**src/sv/assert_macros.svh**
```systemverilog
// Assertion helpers shared by the RTL that checks itself.
// Each check is clocked on clk and held off while rst_n is low.
`ifndef ASSERT_MACROS_SVH
`define ASSERT_MACROS_SVH

// Same-cycle implication.
`define ASSERT_IMPL(label, ante, cons) \
  label: assert property (@(posedge clk) disable iff (!rst_n) (ante) |-> (cons)) \
    else $error("same-cycle check failed");

// Next-cycle implication.
`define ASSERT_NEXT(label, ante, cons) \
  label: assert property (@(posedge clk) disable iff (!rst_n) (ante) |=> (cons)) \
    else $error("next-cycle check failed");

`endif

```
**src/sv/lrle_pkg.sv**
```systemverilog
`default_nettype none

package lrle_pkg;

  // Configuration register indexes
  localparam logic REG_PATTERN_WIDTH  = 1'b0;
  localparam logic REG_PATTERN_HEIGHT = 1'b1;

  // Characters of the pattern text
  localparam logic [7:0] CH_NL     = 8'h0A;
  localparam logic [7:0] CH_HASH   = 8'h23;
  localparam logic [7:0] CH_X      = 8'h78;
  localparam logic [7:0] CH_B      = 8'h62;
  localparam logic [7:0] CH_O      = 8'h6F;
  localparam logic [7:0] CH_DOLLAR = 8'h24;
  localparam logic [7:0] CH_BANG   = 8'h21;
  localparam logic [7:0] CH_0      = 8'h30;
  localparam logic [7:0] CH_9      = 8'h39;

  // Handshake control toward the downstream register
  typedef struct packed {
    logic proc;      // byte in the input register is consumed this cycle
  } lrle_ctrl_t;

endpackage

`default_nettype wire

```
**src/sv/life_rle_run_decoder_core.sv**
```systemverilog
// Channel  Direction  Handshake              Beat payload
// in_      input      in_valid / in_ready    text_byte (8 bits)
// out_     output     out_valid / out_ready  run column, row, length, out_of_bounds, pattern_end
// cfg_     input      cfg_we                 register index, write data
//
// One byte is taken every cycle unless a held result stalls the input; each beat
// passes through an input register, the decoder state update, and a result register,
// from which the result is presented once its byte has been processed. Throughput
// is one byte per clock while no result is held.
// Reset is synchronous, active low; no clearing pass is needed.
// A stalled result holds the input register; a new byte still enters whenever
// the byte ahead of it moves on in the same cycle.
`default_nettype none

`include "assert_macros.svh"

module life_rle_run_decoder_core #(
  parameter int COORD_BITS = 12
) (
  input  wire                    clk,
  input  wire                    rst_n,
  input  wire                    in_valid,
  output logic                   in_ready,
  input  wire  [7:0]             in_text_byte,
  output logic                   out_valid,
  input  wire                    out_ready,
  output logic [COORD_BITS-1:0]  out_run_column,
  output logic [COORD_BITS-1:0]  out_run_row,
  output logic [COORD_BITS-1:0]  out_run_length,
  output logic                   out_out_of_bounds,
  output logic                   out_pattern_end,
  input  wire                    cfg_we,
  input  wire                    cfg_index,
  input  wire  [COORD_BITS:0]    cfg_wdata
);
  import lrle_pkg::*;

  lrle_ctrl_t            ctrl;
  logic [7:0]            byte_q;
  logic                  out_free;
  logic                  res_valid, res_oob, res_end, finished;
  logic [COORD_BITS-1:0] res_column, res_row, res_length;

  assign out_free = !out_valid || out_ready;

  lrle_in_stage u_in (
    .clk          (clk),
    .rst_n        (rst_n),
    .in_valid     (in_valid),
    .in_ready     (in_ready),
    .in_text_byte (in_text_byte),
    .out_free     (out_free),
    .ctrl         (ctrl),
    .byte_q       (byte_q)
  );

  lrle_decode #(.COORD_BITS(COORD_BITS)) u_dec (
    .clk        (clk),
    .rst_n      (rst_n),
    .ctrl       (ctrl),
    .byte_q     (byte_q),
    .cfg_we     (cfg_we),
    .cfg_index  (cfg_index),
    .cfg_wdata  (cfg_wdata),
    .res_valid  (res_valid),
    .res_column (res_column),
    .res_row    (res_row),
    .res_length (res_length),
    .res_oob    (res_oob),
    .res_end    (res_end),
    .finished   (finished)
  );

  lrle_out_stage #(.COORD_BITS(COORD_BITS)) u_out (
    .clk               (clk),
    .rst_n             (rst_n),
    .ctrl              (ctrl),
    .res_valid         (res_valid),
    .res_column        (res_column),
    .res_row           (res_row),
    .res_length        (res_length),
    .res_oob           (res_oob),
    .res_end           (res_end),
    .out_valid         (out_valid),
    .out_ready         (out_ready),
    .out_run_column    (out_run_column),
    .out_run_row       (out_run_row),
    .out_run_length    (out_run_length),
    .out_out_of_bounds (out_out_of_bounds),
    .out_pattern_end   (out_pattern_end)
  );

  // Once finished and drained, no further result appears
  `ASSERT_NEXT(a_quiet_after_end, finished && !out_valid, !out_valid)
  // Runs always carry a nonzero length
  `ASSERT_IMPL(a_run_len, out_valid && !out_pattern_end, out_run_length != '0)
  // The end result never flags bounds
  `ASSERT_IMPL(a_end_clean, out_valid && out_pattern_end, !out_out_of_bounds)
  // Back-pressure only comes from a held result
  `ASSERT_IMPL(a_ready_cause, !in_ready, out_valid && !out_ready)

endmodule

`default_nettype wire

```
**src/sv/lrle_in_stage.sv**
```systemverilog
`default_nettype none

module lrle_in_stage (
  input  wire                   clk,
  input  wire                   rst_n,
  input  wire                   in_valid,
  output logic                  in_ready,
  input  wire  [7:0]            in_text_byte,
  input  wire                   out_free,
  output lrle_pkg::lrle_ctrl_t  ctrl,
  output logic [7:0]            byte_q
);
  import lrle_pkg::*;

  logic       valid_r;
  logic [7:0] byte_r;

  assign in_ready      = !valid_r || out_free;
  assign ctrl.proc     = valid_r && out_free;
  assign byte_q        = byte_r;

  // Hold a byte until the decoder consumes it
  always_ff @(posedge clk) begin
    if (!rst_n) begin
      valid_r <= 1'b0;
    end else if (in_valid && in_ready) begin
      valid_r <= 1'b1;
    end else if (out_free) begin
      valid_r <= 1'b0;
    end
  end

  // Capture payload on every accepted beat
  always_ff @(posedge clk) begin
    if (in_valid && in_ready) begin
      byte_r <= in_text_byte;
    end
  end

endmodule

`default_nettype wire

```
**src/sv/lrle_decode.sv**
```systemverilog
`default_nettype none

module lrle_decode #(
  parameter int COORD_BITS = 12
) (
  input  wire                    clk,
  input  wire                    rst_n,
  input  lrle_pkg::lrle_ctrl_t   ctrl,
  input  wire  [7:0]             byte_q,
  input  wire                    cfg_we,
  input  wire                    cfg_index,
  input  wire  [COORD_BITS:0]    cfg_wdata,
  output logic                   res_valid,
  output logic [COORD_BITS-1:0]  res_column,
  output logic [COORD_BITS-1:0]  res_row,
  output logic [COORD_BITS-1:0]  res_length,
  output logic                   res_oob,
  output logic                   res_end,
  output logic                   finished
);
  import lrle_pkg::*;

  localparam int W = COORD_BITS;
  localparam logic [W-1:0] CMAX = {W{1'b1}};
  localparam logic [W:0]   DIM_RESET = {1'b1, {W{1'b0}}};

  logic [W:0]   pwidth_r, pheight_r;
  logic [W-1:0] rep_r, rep_nxt;
  logic [W-1:0] col_r, col_nxt;
  logic [W-1:0] row_r, row_nxt;
  logic         at_start_r, at_start_nxt;
  logic         skip_r, skip_nxt;
  logic         fin_r, fin_nxt;

  logic [W-1:0] count;
  logic [W:0]   col_sum, row_sum;
  logic [W-1:0] col_sat, row_sat;
  logic [W+3:0] dig_val;
  logic [W-1:0] dig_sat;
  logic         is_digit;
  logic         oob;

  // Configuration registers
  always_ff @(posedge clk) begin
    if (!rst_n) begin
      pwidth_r  <= DIM_RESET;
      pheight_r <= DIM_RESET;
    end else if (cfg_we) begin
      case (cfg_index)
        REG_PATTERN_WIDTH:  pwidth_r  <= cfg_wdata;
        REG_PATTERN_HEIGHT: pheight_r <= cfg_wdata;
        default: ;
      endcase
    end
  end

  // Count and coordinate arithmetic
  assign count    = (rep_r == '0) ? {{(W-1){1'b0}}, 1'b1} : rep_r;
  assign col_sum  = {1'b0, col_r} + {1'b0, count};
  assign row_sum  = {1'b0, row_r} + {1'b0, count};
  assign col_sat  = col_sum[W] ? CMAX : col_sum[W-1:0];
  assign row_sat  = row_sum[W] ? CMAX : row_sum[W-1:0];
  assign is_digit = (byte_q >= CH_0) && (byte_q <= CH_9);
  assign dig_val  = {rep_r, 3'b000} + {2'b00, rep_r, 1'b0} + {{W{1'b0}}, byte_q[3:0]};
  assign dig_sat  = (dig_val[W+3:W] != 4'd0) ? CMAX : dig_val[W-1:0];

  // Flag runs that leave the grid or reach the saturation limit
  assign oob = (col_sum > pwidth_r) || ({1'b0, row_r} >= pheight_r) ||
               (col_sum >= {1'b0, CMAX}) || (row_r == CMAX);

  assign res_column = col_r;
  assign res_row    = row_r;
  assign res_length = res_end ? '0 : count;
  assign res_oob    = res_end ? 1'b0 : oob;
  assign finished   = fin_r;

  // Advance the decoder state by one byte
  always_comb begin
    rep_nxt      = rep_r;
    col_nxt      = col_r;
    row_nxt      = row_r;
    at_start_nxt = at_start_r;
    skip_nxt     = skip_r;
    fin_nxt      = fin_r;
    res_valid    = 1'b0;
    res_end      = 1'b0;
    if (ctrl.proc && !fin_r) begin
      if (byte_q == CH_NL) begin
        at_start_nxt = 1'b1;
        skip_nxt     = 1'b0;
      end else begin
        at_start_nxt = 1'b0;
        if (skip_r) begin
          skip_nxt = 1'b1;
        end else if (at_start_r && (byte_q == CH_HASH || byte_q == CH_X)) begin
          skip_nxt = 1'b1;
        end else if (is_digit) begin
          rep_nxt = dig_sat;
        end else begin
          case (byte_q)
            CH_B: begin
              col_nxt = col_sat;
              rep_nxt = '0;
            end
            CH_DOLLAR: begin
              col_nxt = '0;
              row_nxt = row_sat;
              rep_nxt = '0;
            end
            CH_O: begin
              res_valid = 1'b1;
              col_nxt   = col_sat;
              rep_nxt   = '0;
            end
            CH_BANG: begin
              res_valid = 1'b1;
              res_end   = 1'b1;
              fin_nxt   = 1'b1;
            end
            default: ;
          endcase
        end
      end
    end
  end

  always_ff @(posedge clk) begin
    if (!rst_n) begin
      rep_r      <= '0;
      col_r      <= '0;
      row_r      <= '0;
      at_start_r <= 1'b1;
      skip_r     <= 1'b0;
      fin_r      <= 1'b0;
    end else begin
      rep_r      <= rep_nxt;
      col_r      <= col_nxt;
      row_r      <= row_nxt;
      at_start_r <= at_start_nxt;
      skip_r     <= skip_nxt;
      fin_r      <= fin_nxt;
    end
  end

endmodule

`default_nettype wire

```
**src/sv/lrle_out_stage.sv**
```systemverilog
`default_nettype none

module lrle_out_stage #(
  parameter int COORD_BITS = 12
) (
  input  wire                    clk,
  input  wire                    rst_n,
  input  lrle_pkg::lrle_ctrl_t   ctrl,
  input  wire                    res_valid,
  input  wire  [COORD_BITS-1:0]  res_column,
  input  wire  [COORD_BITS-1:0]  res_row,
  input  wire  [COORD_BITS-1:0]  res_length,
  input  wire                    res_oob,
  input  wire                    res_end,
  output logic                   out_valid,
  input  wire                    out_ready,
  output logic [COORD_BITS-1:0]  out_run_column,
  output logic [COORD_BITS-1:0]  out_run_row,
  output logic [COORD_BITS-1:0]  out_run_length,
  output logic                   out_out_of_bounds,
  output logic                   out_pattern_end
);
  import lrle_pkg::*;

  logic                  valid_r;
  logic [COORD_BITS-1:0] column_r, row_r, length_r;
  logic                  oob_r, end_r;

  assign out_valid         = valid_r;
  assign out_run_column    = column_r;
  assign out_run_row       = row_r;
  assign out_run_length    = length_r;
  assign out_out_of_bounds = oob_r;
  assign out_pattern_end   = end_r;

  // Load a new result or drop the taken one
  always_ff @(posedge clk) begin
    if (!rst_n) begin
      valid_r <= 1'b0;
    end else if (ctrl.proc) begin
      valid_r <= res_valid;
    end else if (out_ready) begin
      valid_r <= 1'b0;
    end
  end

  always_ff @(posedge clk) begin
    if (ctrl.proc && res_valid) begin
      column_r <= res_column;
      row_r    <= res_row;
      length_r <= res_length;
      oob_r    <= res_oob;
      end_r    <= res_end;
    end
  end

endmodule

`default_nettype wire

```
**config.mk**
```make
export PLATFORM = sky130hd
export DESIGN_NAME = life_rle_run_decoder_core
export DESIGN_NICKNAME = d
export VERILOG_FILES = /design/src/sv/lrle_pkg.sv /design/src/sv/life_rle_run_decoder_core.sv /design/src/sv/lrle_in_stage.sv /design/src/sv/lrle_decode.sv /design/src/sv/lrle_out_stage.sv
export VERILOG_INCLUDE_DIRS = /design/src /design/src/sv
export SDC_FILE = /design/constraint.sdc
export NUM_CORES = 1
export LEC_CHECK = 0
export BUFFER_PORTS_ARGS = -buffer_cell sky130_fd_sc_hd__buf_2
export CORE_ASPECT_RATIO = 1.4
export CORE_MARGIN = 1
export CORE_UTILIZATION = 35
export CTS_BUF_LIST = sky130_fd_sc_hd__clkbuf_16
export DETAILED_ROUTE_END_ITERATION = 10
export GPL_TIMING_DRIVEN = 0
export PLACE_DENSITY = 0.64
export SYNTH_ARGS = -nofsm -noshare
export SYNTH_HDL_FRONTEND = slang
export SYNTH_HIERARCHICAL = 1
export SYNTH_SLANG_ARGS = --single-unit
export TNS_END_PERCENT = 10
```
**constraint.sdc**
```tcl
create_clock -name clk -period 5.85 [get_ports clk]
set_input_delay 0.585 -clock clk [delete_from_list [all_inputs] [get_ports clk]]
set_output_delay 0.585 -clock clk [all_outputs]
set_load 0.02 [all_outputs]
```
==> flow_summary.yaml <==
status:
  status: "completed"
clock_network:
  clkLatencyLatePin_ns: 0.41
  cts_sinks: 113
  cts-htree-levels: 4
  holdBufCountCts: 0
  clockBufferDepth: 2
  path_clk_slew_ns: 0.06
  root_buffer: "clkbuf_16"
  ctsResizeCount: 0
  cts_setup_buffers: 0
  cts_tree: "built"
  cts_buffers: 17
floorplanning:
  dieHeight_um: 167.4
  placementRows: 60
  fp.dieW_um: 120.1
  ioPinCount: 67
  fp.coreArea_sq_um: 19140
  dieArea_sq_um: 20100
  initial_core_util_pct: 35.71
worst_setup_path:
  worstPathMaxFanout: 8
  worstSetupPathType: "flip-flop to flip-flop"
  cp-end-kind: "flip-flop"
  rrSetupSlack_ns: 1.57
  required_ns: 6.00
  worst_setup_path_start_kind: "flip-flop"
  cp.arrival_ns: 4.44
sta:
  slew_headroom_pct: 57.64
  finalSetupViolations: 0
  period_share_pct: 73.22
  maxSlewViolCount: 0
  clock_skew_ns: 0.007943
  rsz0062_at_grt: "no"
  worstMarginPinSlew_ns: 0.6337
  hold_viol: 0
  layout_min_cycle_time_ns: 4.284
  max_freq_mhz: 233.5
  final.setup.tns_ns: 0
  hold_ws_ns: 0.3438
synthesis:
  synth_cell_type_count: 72
  syn-num-nets: 838
  syn_inst: 735
  synth-edff-count: 46
  yosys.area.top_type: "edfxtp_1"
  synth_area_per_cell_sq_um: 9.301
  synthFlopType: "dfxtp_1"
  mappedNetlistArea_sq_um: 6837
  yosys_warnings: 6
  synth_top_area_share_pct: 20.20
  ys_seq_area_share_pct: 39.82
  synthTopCellsByArea: "edfxtp_1 20%, dfxtp_1 20%, ha_1 13%"
  ys_seq_elements: 113
  synthArstFlopShare_pct: 0
placed_design:
  portBuffers: 66
  gp_congestion: 0.8903
  place_area_sq_um: 7477
  hpwl_um: 12750
power_and_ir_drop:
  ir_drop_uv: 185.7
  powerDensity_nw_per_um2: 244.7
  cellLeakagePower_nw: 3.427
global_routing:
  grt-ovfl-total: 0
  grt_pass1_vias: 5525
  antenna_found_initial: 0
  grt_start_max_net_pins: 40
  grt_usage_pct: 17.56
  grt_pass1_wl_um: 27360
layout:
  areaGrowthSynthToFinish_pct: 18.10
  design_area_sq_um: 8074
  seq_area_sq_um: 2723
  fin_nets: 923
  antenna_cells: 0
  final_layout_size_suffix_gt1_share_pct: 15.37
  fill_cells: 1913
  multi_input_area_sq_um: 3787
route:
  routed_wl_um: 16830
  viasPerCell: 5.210
  num_vias: 5632
  avgRoutedWirePerCell_um: 15.57
  first_iter_violations: 347
  drt_drc_violations_left: 0
  dr.pass1.iters: 5
  ant_nets: 0
min_path:
  holdCritPathClass: "primary input to flip-flop"
run:
  maxCapViolations: 0
-- final cells by class --
cell class                 instances  share of cell area [%]
multi-input combinational        538                   46.91
sequential                       113                   33.72
clock buffer                      21                   6.509
timing repair buffer              66                   4.091
tap                              248                   3.843
inverter                          50                   2.325
buffer                            34                   1.720
clock inverter                    11                  0.8833
-- path summary, 6_finish.rpt --
check | start | end | depth (start not counted)
min reg2reg | u_dec/pheight_r[9]$_SDFFE_PN0P_ | u_dec/pheight_r[9]$_SDFFE_PN0P_ | 2
max reg2reg | u_dec/rep_r[11]$_SDFFE_PN0P_ | u_out/out_out_of_bounds$_DFFE_PP_ | 16
max | u_dec/rep_r[11]$_SDFFE_PN0P_ | u_out/out_out_of_bounds$_DFFE_PP_ | 16
min | in_text_byte[6] | u_in/byte_q[6]$_DFFE_PP_ | 1
-- registers in the layout (all words and copies together), names as in the netlist --
signal,flops
u_dec/finished,1
u_dec/skip_r,1
u_out/out_out_of_bounds,1
u_out/out_run_column,12
u_dec/rep_r,12
u_dec/pwidth_r,13
u_out/out_pattern_end,1
u_dec/pheight_r,13
u_out/out_valid,1
u_in/byte_q,8
u_dec/res_row,12
u_out/out_run_length,12
u_dec/at_start_r,1
u_dec/res_column,12
u_out/out_run_row,12
u_in/valid_r,1
-- cells in the mapped netlist (13+ instances only) --
master and number:
o21ai_0 30, and2_1 18, a21o_1 21, inv_1 50
nor2_1 24, a21oi_1 43, ha_1 72, nand2_1 93
nand3_1 18, edfxtp_1 46, o21ai_1 16, a21boi_0 25
dfxtp_1 67, clkbuf_1 30, xnor2_1 13
-- metal layers --
metal  global-route usage (%)  vias up  share of wire, %
met4                    9.348        0               3.6
met5                        0        -                 0
met2                    30.16      146                50
met1                    20.45     2646                43
met3                    3.304       34               4.2
li1                         -     2806                 -
-- logic make-up after synthesis --
group / after synthesis / synth area share (%)
flops: 113 / 39.82
xor+xnor: 25 / 3.203
compound gates: 205 / 20.28
fa+ha+maj: 76 / 14.35
mux: 1 / 0.1464
simple gates: 231 / 17.42
buf+inv: 84 / 4.777
-- layout by cell type, fill, tap and decap left out, types with 7 or more instances in the layout --
master,netlist,final
a21boi_1,11,11
nand2b_1,10,10
xor2_1,12,12
nand2_1,93,93
clkbuf_16,0,21
ha_1,72,72
clkbuf_1,30,30
nor2b_1,7,7
edfxtp_1,46,46
a21oi_1,43,43
nor2_1,24,24
a21o_1,21,21
o21ai_1,16,16
o21ai_0,30,30
inv_1,50,51
a21boi_0,25,25
dfxtp_1,67,67
buf_2,3,69
nand3_1,18,18
a21oi_2,10,10
nand4_1,10,10
nor3_1,12,12
and2_1,18,18
xnor2_1,13,13
-- report_power, final --
group | internal (W) | switching [W]
Combinational | 0.0000499 | 0.0000702
Sequential | 0.000832 | 0.0000118
Clock | 0.000640 | 0.000372
Total | 0.00152 | 0.000454
-- stage by stage --
stage                     power (W)  setup WS [ns]  instances  util [%]
after floorplan           0.0009393          2.290        735         -
after global placement    0.0009781          1.590       1049     39.06
after detailed placement  0.0009797          1.570       1049     39.06
after CTS                  0.001999          1.539       1081     42.18
after global routing       0.002051          1.230       1081     42.18
final                      0.001976          1.566       1081     42.18
-- worst max-delay path, stage by stage, from the launching register on --
cell and delay (ns):
dfxtp_1 0.54, nor4_1 0.11, a31o_2 0.26, ha_1 0.21, fa_1 0.40, a21oi_1 0.26, o2111ai_1 0.22, nand2_1 0.15
xnor2_1 0.19, ha_1 0.30, and4_1 0.23, a2111oi_0 0.39, o21ai_1 0.12, o21ai_0 0.21, a21oi_1 0.10, o31ai_1 0.20
o21ai_1 0.13
No activity file was read; power rests on OpenSTA's default activity.
